<file path="src/rtl/sha1_pkg.sv">
// shared types and constants for the sha-1 message digest block
// channel word structs, sequencer states, initial vector and round constants
// no dependencies
package sha1_pkg;

  typedef struct packed {
    logic [7:0] data_byte;
    logic       byte_valid;
    logic       end_of_message;
  } sha1_in_t;

  typedef struct packed {
    logic [31:0] digest_word;
    logic [2:0]  word_number;
    logic        last_word;
  } sha1_out_t;

  typedef enum logic [2:0] {
    S_IDLE,
    S_PAD,
    S_ROUND,
    S_ADD,
    S_OUT
  } sha1_state_t;

  localparam int unsigned CHAIN_WORDS = 5;
  localparam int unsigned SCHED_WORDS = 16;

  localparam logic [31:0] IV0 = 32'h67452301;
  localparam logic [31:0] IV1 = 32'hefcdab89;
  localparam logic [31:0] IV2 = 32'h98badcfe;
  localparam logic [31:0] IV3 = 32'h10325476;
  localparam logic [31:0] IV4 = 32'hc3d2e1f0;

  localparam logic [31:0] K0 = 32'h5a827999;
  localparam logic [31:0] K1 = 32'h6ed9eba1;
  localparam logic [31:0] K2 = 32'h8f1bbcdc;
  localparam logic [31:0] K3 = 32'hca62c1d6;

  localparam logic [7:0] PAD_MARK = 8'h80;

  localparam logic [6:0] RND_PH1  = 7'd20;
  localparam logic [6:0] RND_PH2  = 7'd40;
  localparam logic [6:0] RND_PH3  = 7'd60;
  localparam logic [6:0] RND_LAST = 7'd79;

  localparam logic [5:0] FILL_LAST = 6'd63;
  localparam logic [2:0] WORD_LAST = 3'd4;
  localparam logic [63:0] LEN_STEP = 64'd8;

endpackage

</file>
<file path="src/rtl/sha1_message_digest.sv">
// streaming sha-1 message digest, one message byte per input word
// depends on sha1_pkg (channel structs, states, constants)
//
// usage: the input channel (in_valid, in_stall, in_data) carries one byte
// per word with byte_valid and end_of_message flags. bytes pack big-endian
// into a 16-word schedule shift window. a full 64-byte block stalls the
// input through 80 rounds on the one shared round unit and the chaining
// add. end_of_message (with or without a byte) starts padding, fed byte
// by byte through the same packing path, with one or two compressions.
// the output channel (out_valid, out_stall, out_data) then gives five
// digest words, word 0 first, last_word on word 4, one per cycle unless
// stalled. a stalled word holds, and no input is taken until the fifth is
// accepted; the chaining state then returns to the initial vector.
// bytes within a block are taken one per cycle, so sustained rate is
// set by the single round unit, which takes no bytes while it compresses.
// reset (rst_n low, synchronous) clears the byte and length counts, loads
// the initial vector and leaves the block ready for a new message.
module sha1_message_digest (
  input  logic                clk,
  input  logic                rst_n,
  input  logic                in_valid,
  output logic                in_stall,
  input  sha1_pkg::sha1_in_t  in_data,
  output logic                out_valid,
  input  logic                out_stall,
  output sha1_pkg::sha1_out_t out_data
);

  sha1_pkg::sha1_state_t state_r, state_nxt;

  logic [5:0]  fill_r;
  logic [23:0] acc_r;
  logic [31:0] w_r [sha1_pkg::SCHED_WORDS];
  logic [31:0] h_r [sha1_pkg::CHAIN_WORDS];
  logic [63:0] len_r;
  logic        mark_r, two_r, pad_r, done_r;
  logic [6:0]  rnd_r;
  logic [2:0]  wn_r;
  logic [31:0] a_r, b_r, c_r, d_r, e_r;

  logic        byte_we, cnt_inc, pad_mark, len_shift;
  logic [7:0]  byte_val;
  logic        blk_full, in_acc, out_acc, finish;
  logic [31:0] f_val, k_val, t_val, w_new;

  function automatic logic [31:0] rotl(input logic [31:0] v, input int unsigned n);
    rotl = (v << n) | (v >> (32 - n));
  endfunction

  assign in_acc   = in_valid && !in_stall;
  assign out_acc  = out_valid && !out_stall;
  assign finish   = out_acc && (wn_r == sha1_pkg::WORD_LAST);
  assign blk_full = byte_we && (fill_r == sha1_pkg::FILL_LAST);

  // control outputs per state
  always_comb begin
    byte_we   = 1'b0;
    cnt_inc   = 1'b0;
    pad_mark  = 1'b0;
    len_shift = 1'b0;
    byte_val  = in_data.data_byte;
    in_stall  = 1'b1;
    out_valid = 1'b0;
    case (state_r)
      sha1_pkg::S_IDLE: begin
        in_stall = 1'b0;
        if (in_valid && in_data.byte_valid) begin
          byte_we = 1'b1;
          cnt_inc = 1'b1;
        end
      end
      sha1_pkg::S_PAD: begin
        byte_we = 1'b1;
        if (!mark_r) begin
          byte_val = sha1_pkg::PAD_MARK;
          pad_mark = 1'b1;
        end else if (fill_r[5:3] == 3'h7 && !two_r) begin
          byte_val  = len_r[63:56];
          len_shift = 1'b1;
        end else begin
          byte_val = '0;
        end
      end
      sha1_pkg::S_OUT: out_valid = 1'b1;
      default: ;
    endcase
  end

  always_comb begin
    state_nxt = state_r;
    case (state_r)
      sha1_pkg::S_IDLE: begin
        if (in_valid) begin
          if (blk_full) state_nxt = sha1_pkg::S_ROUND;
          else if (in_data.end_of_message) state_nxt = sha1_pkg::S_PAD;
        end
      end
      sha1_pkg::S_PAD: begin
        if (blk_full) state_nxt = sha1_pkg::S_ROUND;
      end
      sha1_pkg::S_ROUND: begin
        if (rnd_r == sha1_pkg::RND_LAST) state_nxt = sha1_pkg::S_ADD;
      end
      sha1_pkg::S_ADD: begin
        if (done_r) state_nxt = sha1_pkg::S_OUT;
        else if (pad_r) state_nxt = sha1_pkg::S_PAD;
        else state_nxt = sha1_pkg::S_IDLE;
      end
      sha1_pkg::S_OUT: begin
        if (finish) state_nxt = sha1_pkg::S_IDLE;
      end
      default: state_nxt = sha1_pkg::S_IDLE;
    endcase
  end

  // shared round unit
  always_comb begin
    if (rnd_r < sha1_pkg::RND_PH1) begin
      f_val = (b_r & c_r) | (~b_r & d_r);
      k_val = sha1_pkg::K0;
    end else if (rnd_r < sha1_pkg::RND_PH2) begin
      f_val = b_r ^ c_r ^ d_r;
      k_val = sha1_pkg::K1;
    end else if (rnd_r < sha1_pkg::RND_PH3) begin
      f_val = (b_r & c_r) | (b_r & d_r) | (c_r & d_r);
      k_val = sha1_pkg::K2;
    end else begin
      f_val = b_r ^ c_r ^ d_r;
      k_val = sha1_pkg::K3;
    end
    t_val = rotl(a_r, 5) + f_val + e_r + k_val + w_r[0];
    w_new = rotl(w_r[13] ^ w_r[8] ^ w_r[2] ^ w_r[0], 1);
  end

  assign out_data.digest_word = h_r[0];
  assign out_data.word_number = wn_r;
  assign out_data.last_word   = (wn_r == sha1_pkg::WORD_LAST);

  always_ff @(posedge clk) begin
    if (!rst_n) begin
      state_r <= sha1_pkg::S_IDLE;
      fill_r  <= '0;
      len_r   <= '0;
      mark_r  <= 1'b0;
      two_r   <= 1'b0;
      pad_r   <= 1'b0;
      done_r  <= 1'b0;
      rnd_r   <= '0;
      wn_r    <= '0;
      h_r[0]  <= sha1_pkg::IV0;
      h_r[1]  <= sha1_pkg::IV1;
      h_r[2]  <= sha1_pkg::IV2;
      h_r[3]  <= sha1_pkg::IV3;
      h_r[4]  <= sha1_pkg::IV4;
    end else begin
      state_r <= state_nxt;
      if (byte_we) fill_r <= fill_r + 6'd1;
      if (finish) len_r <= '0;
      else if (cnt_inc) len_r <= len_r + sha1_pkg::LEN_STEP;
      else if (len_shift) len_r <= {len_r[55:0], 8'h00};
      if (in_acc && in_data.end_of_message) pad_r <= 1'b1;
      else if (finish) pad_r <= 1'b0;
      if (pad_mark) mark_r <= 1'b1;
      else if (finish) mark_r <= 1'b0;
      // a block closing clears the two-block flag, marker late in block sets it
      if (byte_we && fill_r == sha1_pkg::FILL_LAST) two_r <= 1'b0;
      else if (pad_mark) two_r <= (fill_r[5:3] == 3'h7);
      if (len_shift && fill_r == sha1_pkg::FILL_LAST) done_r <= 1'b1;
      else if (finish) done_r <= 1'b0;
      if (state_r == sha1_pkg::S_ROUND) rnd_r <= rnd_r + 7'd1;
      else rnd_r <= '0;
      if (out_acc) wn_r <= finish ? 3'd0 : wn_r + 3'd1;
      if (finish) begin
        h_r[0] <= sha1_pkg::IV0;
        h_r[1] <= sha1_pkg::IV1;
        h_r[2] <= sha1_pkg::IV2;
        h_r[3] <= sha1_pkg::IV3;
        h_r[4] <= sha1_pkg::IV4;
      end else if (out_acc) begin
        for (int i = 0; i < sha1_pkg::CHAIN_WORDS - 1; i++) h_r[i] <= h_r[i+1];
        h_r[sha1_pkg::CHAIN_WORDS-1] <= h_r[0];
      end else if (state_r == sha1_pkg::S_ADD) begin
        h_r[0] <= h_r[0] + a_r;
        h_r[1] <= h_r[1] + b_r;
        h_r[2] <= h_r[2] + c_r;
        h_r[3] <= h_r[3] + d_r;
        h_r[4] <= h_r[4] + e_r;
      end
    end
  end

  // datapath registers, no reset
  always_ff @(posedge clk) begin
    if (byte_we) acc_r <= {acc_r[15:0], byte_val};
    // schedule window: w_r[0] is the word used by the current round
    if ((byte_we && fill_r[1:0] == 2'd3) || state_r == sha1_pkg::S_ROUND) begin
      for (int i = 0; i < sha1_pkg::SCHED_WORDS - 1; i++) w_r[i] <= w_r[i+1];
      w_r[sha1_pkg::SCHED_WORDS-1] <= (state_r == sha1_pkg::S_ROUND) ? w_new
                                                                    : {acc_r, byte_val};
    end
    if (blk_full) begin
      a_r <= h_r[0];
      b_r <= h_r[1];
      c_r <= h_r[2];
      d_r <= h_r[3];
      e_r <= h_r[4];
    end else if (state_r == sha1_pkg::S_ROUND) begin
      a_r <= t_val;
      b_r <= a_r;
      c_r <= rotl(b_r, 30);
      d_r <= c_r;
      e_r <= d_r;
    end
  end

  a_full_block: assert property (@(posedge clk) disable iff (!rst_n)
    blk_full |=> state_r == sha1_pkg::S_ROUND)
    else $error("full block did not start rounds");

  a_round_end: assert property (@(posedge clk) disable iff (!rst_n)
    (state_r == sha1_pkg::S_ROUND && rnd_r == sha1_pkg::RND_LAST)
      |=> state_r == sha1_pkg::S_ADD)
    else $error("round 79 not followed by chaining add");

  a_out_aligned: assert property (@(posedge clk) disable iff (!rst_n)
    out_valid |-> (fill_r == 6'd0 && done_r && mark_r))
    else $error("digest output without a closed padded block");

  a_iv_restore: assert property (@(posedge clk) disable iff (!rst_n)
    finish |=> (h_r[0] == sha1_pkg::IV0 && len_r == 64'd0 && !pad_r))
    else $error("state not returned to initial vector after digest");

endmodule

</file>
<file path="config.mk">
export PLATFORM = sky130hd
export DESIGN_NAME = sha1_message_digest
export DESIGN_NICKNAME = d
export VERILOG_FILES = /design/src/rtl/sha1_pkg.sv /design/src/rtl/sha1_message_digest.sv
export SDC_FILE = /design/constraint.sdc
export NUM_CORES = 2
export LEC_CHECK = 0
export ABC_AREA = 0
export BUFFER_PORTS_ARGS = -buffer_cell sky130_fd_sc_hd__buf_2
export CAP_MARGIN = 20
export CELL_PAD_IN_SITES_DETAIL_PLACEMENT = 0
export CELL_PAD_IN_SITES_GLOBAL_PLACEMENT = 1
export CORE_ASPECT_RATIO = 0.7
export CORE_MARGIN = 5
export CORE_UTILIZATION = 50
export CTS_BUF_LIST = sky130_fd_sc_hd__clkbuf_4 sky130_fd_sc_hd__clkbuf_8
export CTS_CLUSTER_DIAMETER = 80
export CTS_CLUSTER_SIZE = 16
export DETAILED_ROUTE_END_ITERATION = 10
export HOLD_SLACK_MARGIN = 0.05
export PLACE_DENSITY = 0.87
export SYNTH_ARGS = -nofsm -noshare
export SYNTH_HDL_FRONTEND = slang
export SYNTH_SLANG_ARGS = --single-unit
</file>
<file path="constraint.sdc">
create_clock -name clk -period 20 [get_ports clk]
set_input_delay 6 -clock clk [delete_from_list [all_inputs] [get_ports clk]]
set_output_delay 6 -clock clk [all_outputs]
set_load 0.05 [all_outputs]
</file>
==> Word-level counts from Yosys, hierarchy flattened <==
Memory sizes are Yosys's and may differ from the RTL's.
Cells that the tools add are included.
{ "totals": {"reg_bits": 271, "latch_bits": 0, "ramBits": 672, "mem_bits_ro": 0, "in_bits": 14, "out_inout_bits": 38, "word_cells": 177, "memories": 2} }
{ "mem_list": {"columns": ["memory", "depth", "word_bits", "read_ports", "rd_clocked_by_memory_dff", "wr", "line", "rtl"], "rows": [
  ["w_r", 16, 32, 16, 0, 16, "sha1_message_digest.sv:33", "logic [31:0] w_r [sha1_pkg::SCHED_WORDS];"],
  ["h_r", 5, 32, 5, 0, 5, "sha1_message_digest.sv:34", "logic [31:0] h_r [sha1_pkg::CHAIN_WORDS];"]
]} }
{ "classes": {"addsub": 13, "multipliers": 0, "div": 0, "n_lt_le_gt_ge": 3, "eq_ne": 14, "shift": 0, "muxes": 76, "bitwise": 32, "reduce_logical": 22} }
{ "op_table": {"columns": ["op", "n"], "rows": [
  ["2-to-1 mux 32 bit", 31],
  ["adder 32 bit", 9],
  ["XOR 32 bit", 5],
  ["AND 32 bit", 4],
  ["2-to-1 mux 64 bit", 2],
  ["bitwise OR 32 bit", 3],
  ["adder 64 x 4 -> 64 bit, second input constant", 1],
  ["inverter 32 bit", 1],
  ["bitwise OR 32 x 1 -> 32 bit", 1],
  ["bitwise OR 32 x 30 -> 32 bit", 1],
  ["bitwise OR 32 x 5 -> 32 bit", 1],
  ["2-to-1 mux 31 bit", 1],
  ["2-to-1 mux 1 bit", 29],
  ["2-to-1 mux 3 bit", 8],
  ["2-to-1 mux 8 bit", 3],
  ["bitwise OR 1 bit", 15],
  ["one-hot mux 3 bit (5 select lines)", 1],
  ["less-than comparator 7 x 6 -> 1 bit, second input constant", 2],
  ["nonzero test 2 bit", 5],
  ["equality test 3 bit, second input constant", 3],
  ["logical AND 1 bit", 9],
  ["inequality test 2 bit, second input constant", 4],
  ["adder 7 x 1 -> 7 bit, second input constant", 1],
  ["equality test 7 bit, second input constant", 1],
  ["other kinds (16)", 19]
]} }

==> Logic depth before layout (Yosys ltp) <==
{ "depth": {"ltp_word": 12, "mapped_depth": 25, "depth_no_buf": 24} }

==> Least setup slack after synthesis <==
Ideal clock, no wire load.
{ "synth_path": {"kind": "input-to-reg", "from": "input port in_valid", "to": "memory w_r[0][0] (enable)", "setup_time_ns": 3.673, "t_arrival_ns": 15.182, "required_ns": 16.327, "path_slack_ns": 1.145, "path_stages": 4, "n_path_buf": 0, "cell_sequence": "nand3_1 > nand2_1 > nand2_1 > nand2_1"} }
{ "synth_lines": {"columns": ["element", "line", "rtl"], "rows": [
  ["from (decl)", "sha1_message_digest.sv:21", "input logic in_valid,"],
  ["to (decl)", "sha1_message_digest.sv:33", null]
]} }

==> metrics.yaml <==
setup_path:
  worstPathBufferInverterCount: 5
  critPathMaxStageDelay_ns: 0.89
  criticalPathCategory: "in2reg"
  critical_path_arrival_ns: 9.89
  cp_common_cell: "buf_4"
  cp-end-kind: "register"
  cp.required_ns: 20.36
  crit_path_top_delay_cell: "buf_4"
  critical_path_peak_fanout: 84
  cpLargestDelayFamily: "buffers and inverters"
  start_kind: "primary input"
  cp_cell_sequence: "buf_2, nand3_2, buf_4, nand2_1, buf_4, nand2_1, nand2_4, buf_4, buf_4"
global_routing:
  grt_max_degree: 191
  grt_pass1_vias: 29980
  grt_util_overall: 0.2220
  grt_antenna_before_repair: 6
  grt_pass1_wl_um: 178700
  globalRoute.totalOverflow: 0
die:
  placementRows: 95
  die_height_um: 269.8
  die-area_um2: 102800
  chipWidth_um: 381.1
  io-pin-count: 52
  core-area_um2: 95800
  floorplan.initialDensity: 0.5031
synth:
  synth_seq_area_share: 0.5682
  synth_flop_type: "edfxtp_1"
  synthDistinctLibCells: 93
  syn_area_per_cell_um2: 11.67
  area_of_the_mapped_netlist_um2: 48200
  synth-async-reset-ratio: 0
  synth-edff-count: 856
  ys_warn_count: 0
  synth.net_count: 4494
  synth_seq_cells: 940
  postSynthCellCount: 4130
routing:
  sum_of_routed_wire_length_over_all_layers_um: 117000
  post_drt_wl_per_cell_um: 21.63
  dr_total_vias: 31720
  drcViolationCount: 0
  detailedRoute.firstPassIterationCount: 6
  drt_iter0_markers: 3396
  via_per_inst: 5.863
  ant_nets: 0
timing:
  worst_relative_slew_slack: 0.06650
  setup_violations: 0
  grt_setup_unrepaired: "no"
  achievable-frequency_mhz: 104.9
  final_number_of_hold_violating_endpoints: 0
  final.setup_skew_ns: 0.05186
  final.period_utilization: 0.4766
  worstMarginPinSlew_ns: 1.391
  finalSetupTns_ns: 0
  final-max-slew-violation-count: 0
  period_needed_ns: 9.532
power_and_ir_drop:
  power.share.combinational: 0.402
  cellInternalPower_uw: 4072
  irDropWorstVdd_uv: 132.6
  power.net_switching_uw: 2456
  p_total_uw: 6528
  clock_power_share: 0.152
  power.share.switching: 0.3763
  power.share.sequential: 0.446
  leak_pwr_uw: 0.01844
  power_per_cell_area_nw_per_um2: 128.5
flow_run:
  cap_violations: 0
placement:
  dpl-instance-area_um2: 49640
  io_buffers: 51
  gpl.final_weighted_congestion: 0.9516
  hpwl_um: 81750
final_layout:
  fillerInstances: 8269
  post-route-cell-area_um2: 50820
  fin_nets: 4489
  multi_input_area_um2: 19280
  ff_latch_area_um2: 27390
  drive_gt1_frac: 0.05285
  layout-area-overhead-vs-synth_pct: 5.431
clocking:
  cts_root_buf: "clkbuf_8"
  cts_inserted_buffers: 69
  clock_tree_from_tritoncts: "built"
  worstSkewPairLatency_ns: 0.78
  clk_transition_reported_paths_ns: 0.11
  cts.sink_count: 940
  cts_htree_levels: 3
  clock_tree.buffer_depth: 3
  ctsHoldBuffers: 0
  post_cts_resize_count: 0
  post_cts.repair.setup_buffers: 0
min_path:
  hold_path.class: "reg2reg"
status:
  outcome: "finished clean"
logic make-up after synthesis:
group	share of synthesized area
AND/OR/NAND/NOR	0.1127
AO/OA/AOI/OAI	0.1233
buffers and inverters	0.03307
flip-flops	0.5682
adder cells (fa/ha/maj)	0.1103
multiplexers	0.003323
XOR/XNOR	0.04906
layer usage:
layer	wire length, um	global-route usage	vias to the layer above
met4	2189	0.04649	2
met2	47510	0.3020	1251
li1	-	-	14740
met5	277	0.01898	-
met3	11610	0.06388	140
met1	55420	0.3494	15580
power groups by stage:
| stage | Combinational (uW) | Clock, uW | Sequential [uW] |
|---|---|---|---|
| global placement | 2500 | 0 | 2940 |
| CTS | 2590 | 1010 | 2910 |
| finish | 2630 | 990 | 2910 |
| floorplan | 1960 | 0 | 3000 |
| global route | 2920 | 1090 | 2940 |
| detailed placement | 2570 | 0 | 2950 |
synth_stat cells (7+ instances only):
master,instances,area [um^2]
a211oi_1,26,195.2
a21boi_0,13,97.59
a21o_1,80,600.6
a21oi_1,271,1356
a221oi_1,7,61.31
a22o_1,13,113.9
a22oi_1,7,52.55
a311oi_1,13,113.9
a31oi_1,30,187.7
and2_1,22,137.6
and3_1,32,200.2
and4_1,11,96.34
buf_1,10,37.54
buf_2,19,95.09
buf_4,32,240.2
clkbuf_1,97,364.1
dfxtp_1,84,1682
edfxtp_1,856,25700
fa_1,125,2502
ha_1,225,2815
inv_1,227,852.1
mux2_2,8,90.09
mux2i_1,7,70.07
nand2_1,630,2365
nand2b_1,35,219.0
nand3_1,58,290.3
nand4_1,21,131.4
nor2_1,267,1002
nor2b_1,53,331.6
nor3_1,55,275.3
nor3b_1,7,52.55
o211ai_1,18,135.1
o21a_1,27,202.7
o21ai_0,249,1246
o21ai_1,25,125.1
o21bai_1,15,112.6
o22a_1,7,61.31
o22ai_1,7,43.79
o31ai_1,15,112.6
o32a_1,9,90.09
o32ai_1,20,175.2
or3_1,13,81.33
xnor2_1,174,1524
xor2_1,96,840.8
cells in the final DEF, fill, tap and decap left out, types with 15 or more instances in the layout:
cell and instances:
o21a_1 27, nor2_1 267, nor2b_1 53, and2_1 22, nand2b_1 34, a21oi_1 270, nand3_1 56, xnor2_1 174
a21o_1 80, a31oi_1 30, o21bai_1 15, a211oi_1 26, buf_2 51, ha_1 225, clkbuf_8 71, o31ai_1 15
dfxtp_1 84, xor2_1 96, inv_1 227, o211ai_1 18, buf_4 28, edfxtp_1 856, nor3_1 55, and3_1 30
o21ai_0 249, o21ai_1 25, nand4_1 21, o32ai_1 20, nand2_1 628, fa_1 125
per-stage QoR:
| step | instances | utilization | setup slack (ns) | hold WS, ns |
|---|---|---|---|---|
| 2_1_floorplan | 4130 | - | 1.145 | 0.4003 |
| 3_3_place_gp | 5315 | 0.5182 | 9.758 | 0.4003 |
| 3_5_place_dp | 5315 | 0.5182 | 9.637 | 0.4045 |
| 4_1_cts | 5405 | 0.5303 | 10.46 | 0.4053 |
| 5_1_grt | 5410 | 0.5304 | 10.16 | 0.4134 |
| 6_report | 5410 | 0.5304 | 10.47 | 0.4117 |
flip-flops by register name, summed over array words and instances (netlist names), 3 cells and up:
register  flops
len_r        61
c_r          32
h_r         160
acc_r        24
a_r          32
e_r          32
rnd_r         7
fill_r        6
w_r         512
b_r          32
wn_r          3
d_r          32
state_r       3
worst reg2reg max path: cells and delay by family (launching register included):
family                   cells  cell delay, ns
AO/OA/AOI/OAI                9            2.73
adder cells (fa/ha/maj)      4            1.87
AND/OR/NAND/NOR              5            1.48
buffers and inverters        5            0.98
flip-flops                   1            0.39
XOR/XNOR                     1            0.26
worst paths after layout:
check                              endpoint  slack [ns]  cells past startpoint        start
worst max-delay path             w_r[0][53]       10.47                      9     in_valid
worst min-delay path            w_r[1][179]        0.41                      0  w_r[1][211]
worst max register to register      a_r[31]       11.99                     24     rnd_r[4]
worst min register to register  w_r[1][179]        0.41                      0  w_r[1][211]
area by class of cell:
class                      count  area share
clock buffer                  81     0.02071
inverter                     227     0.01677
multi-input combinational   2804      0.3794
antenna                        5   0.0002462
timing repair buffer          83     0.01074
clock inverter                 9    0.002118
sequential                   940      0.5389
tap                         1261     0.03105
(Power assumes the default switching activity.)
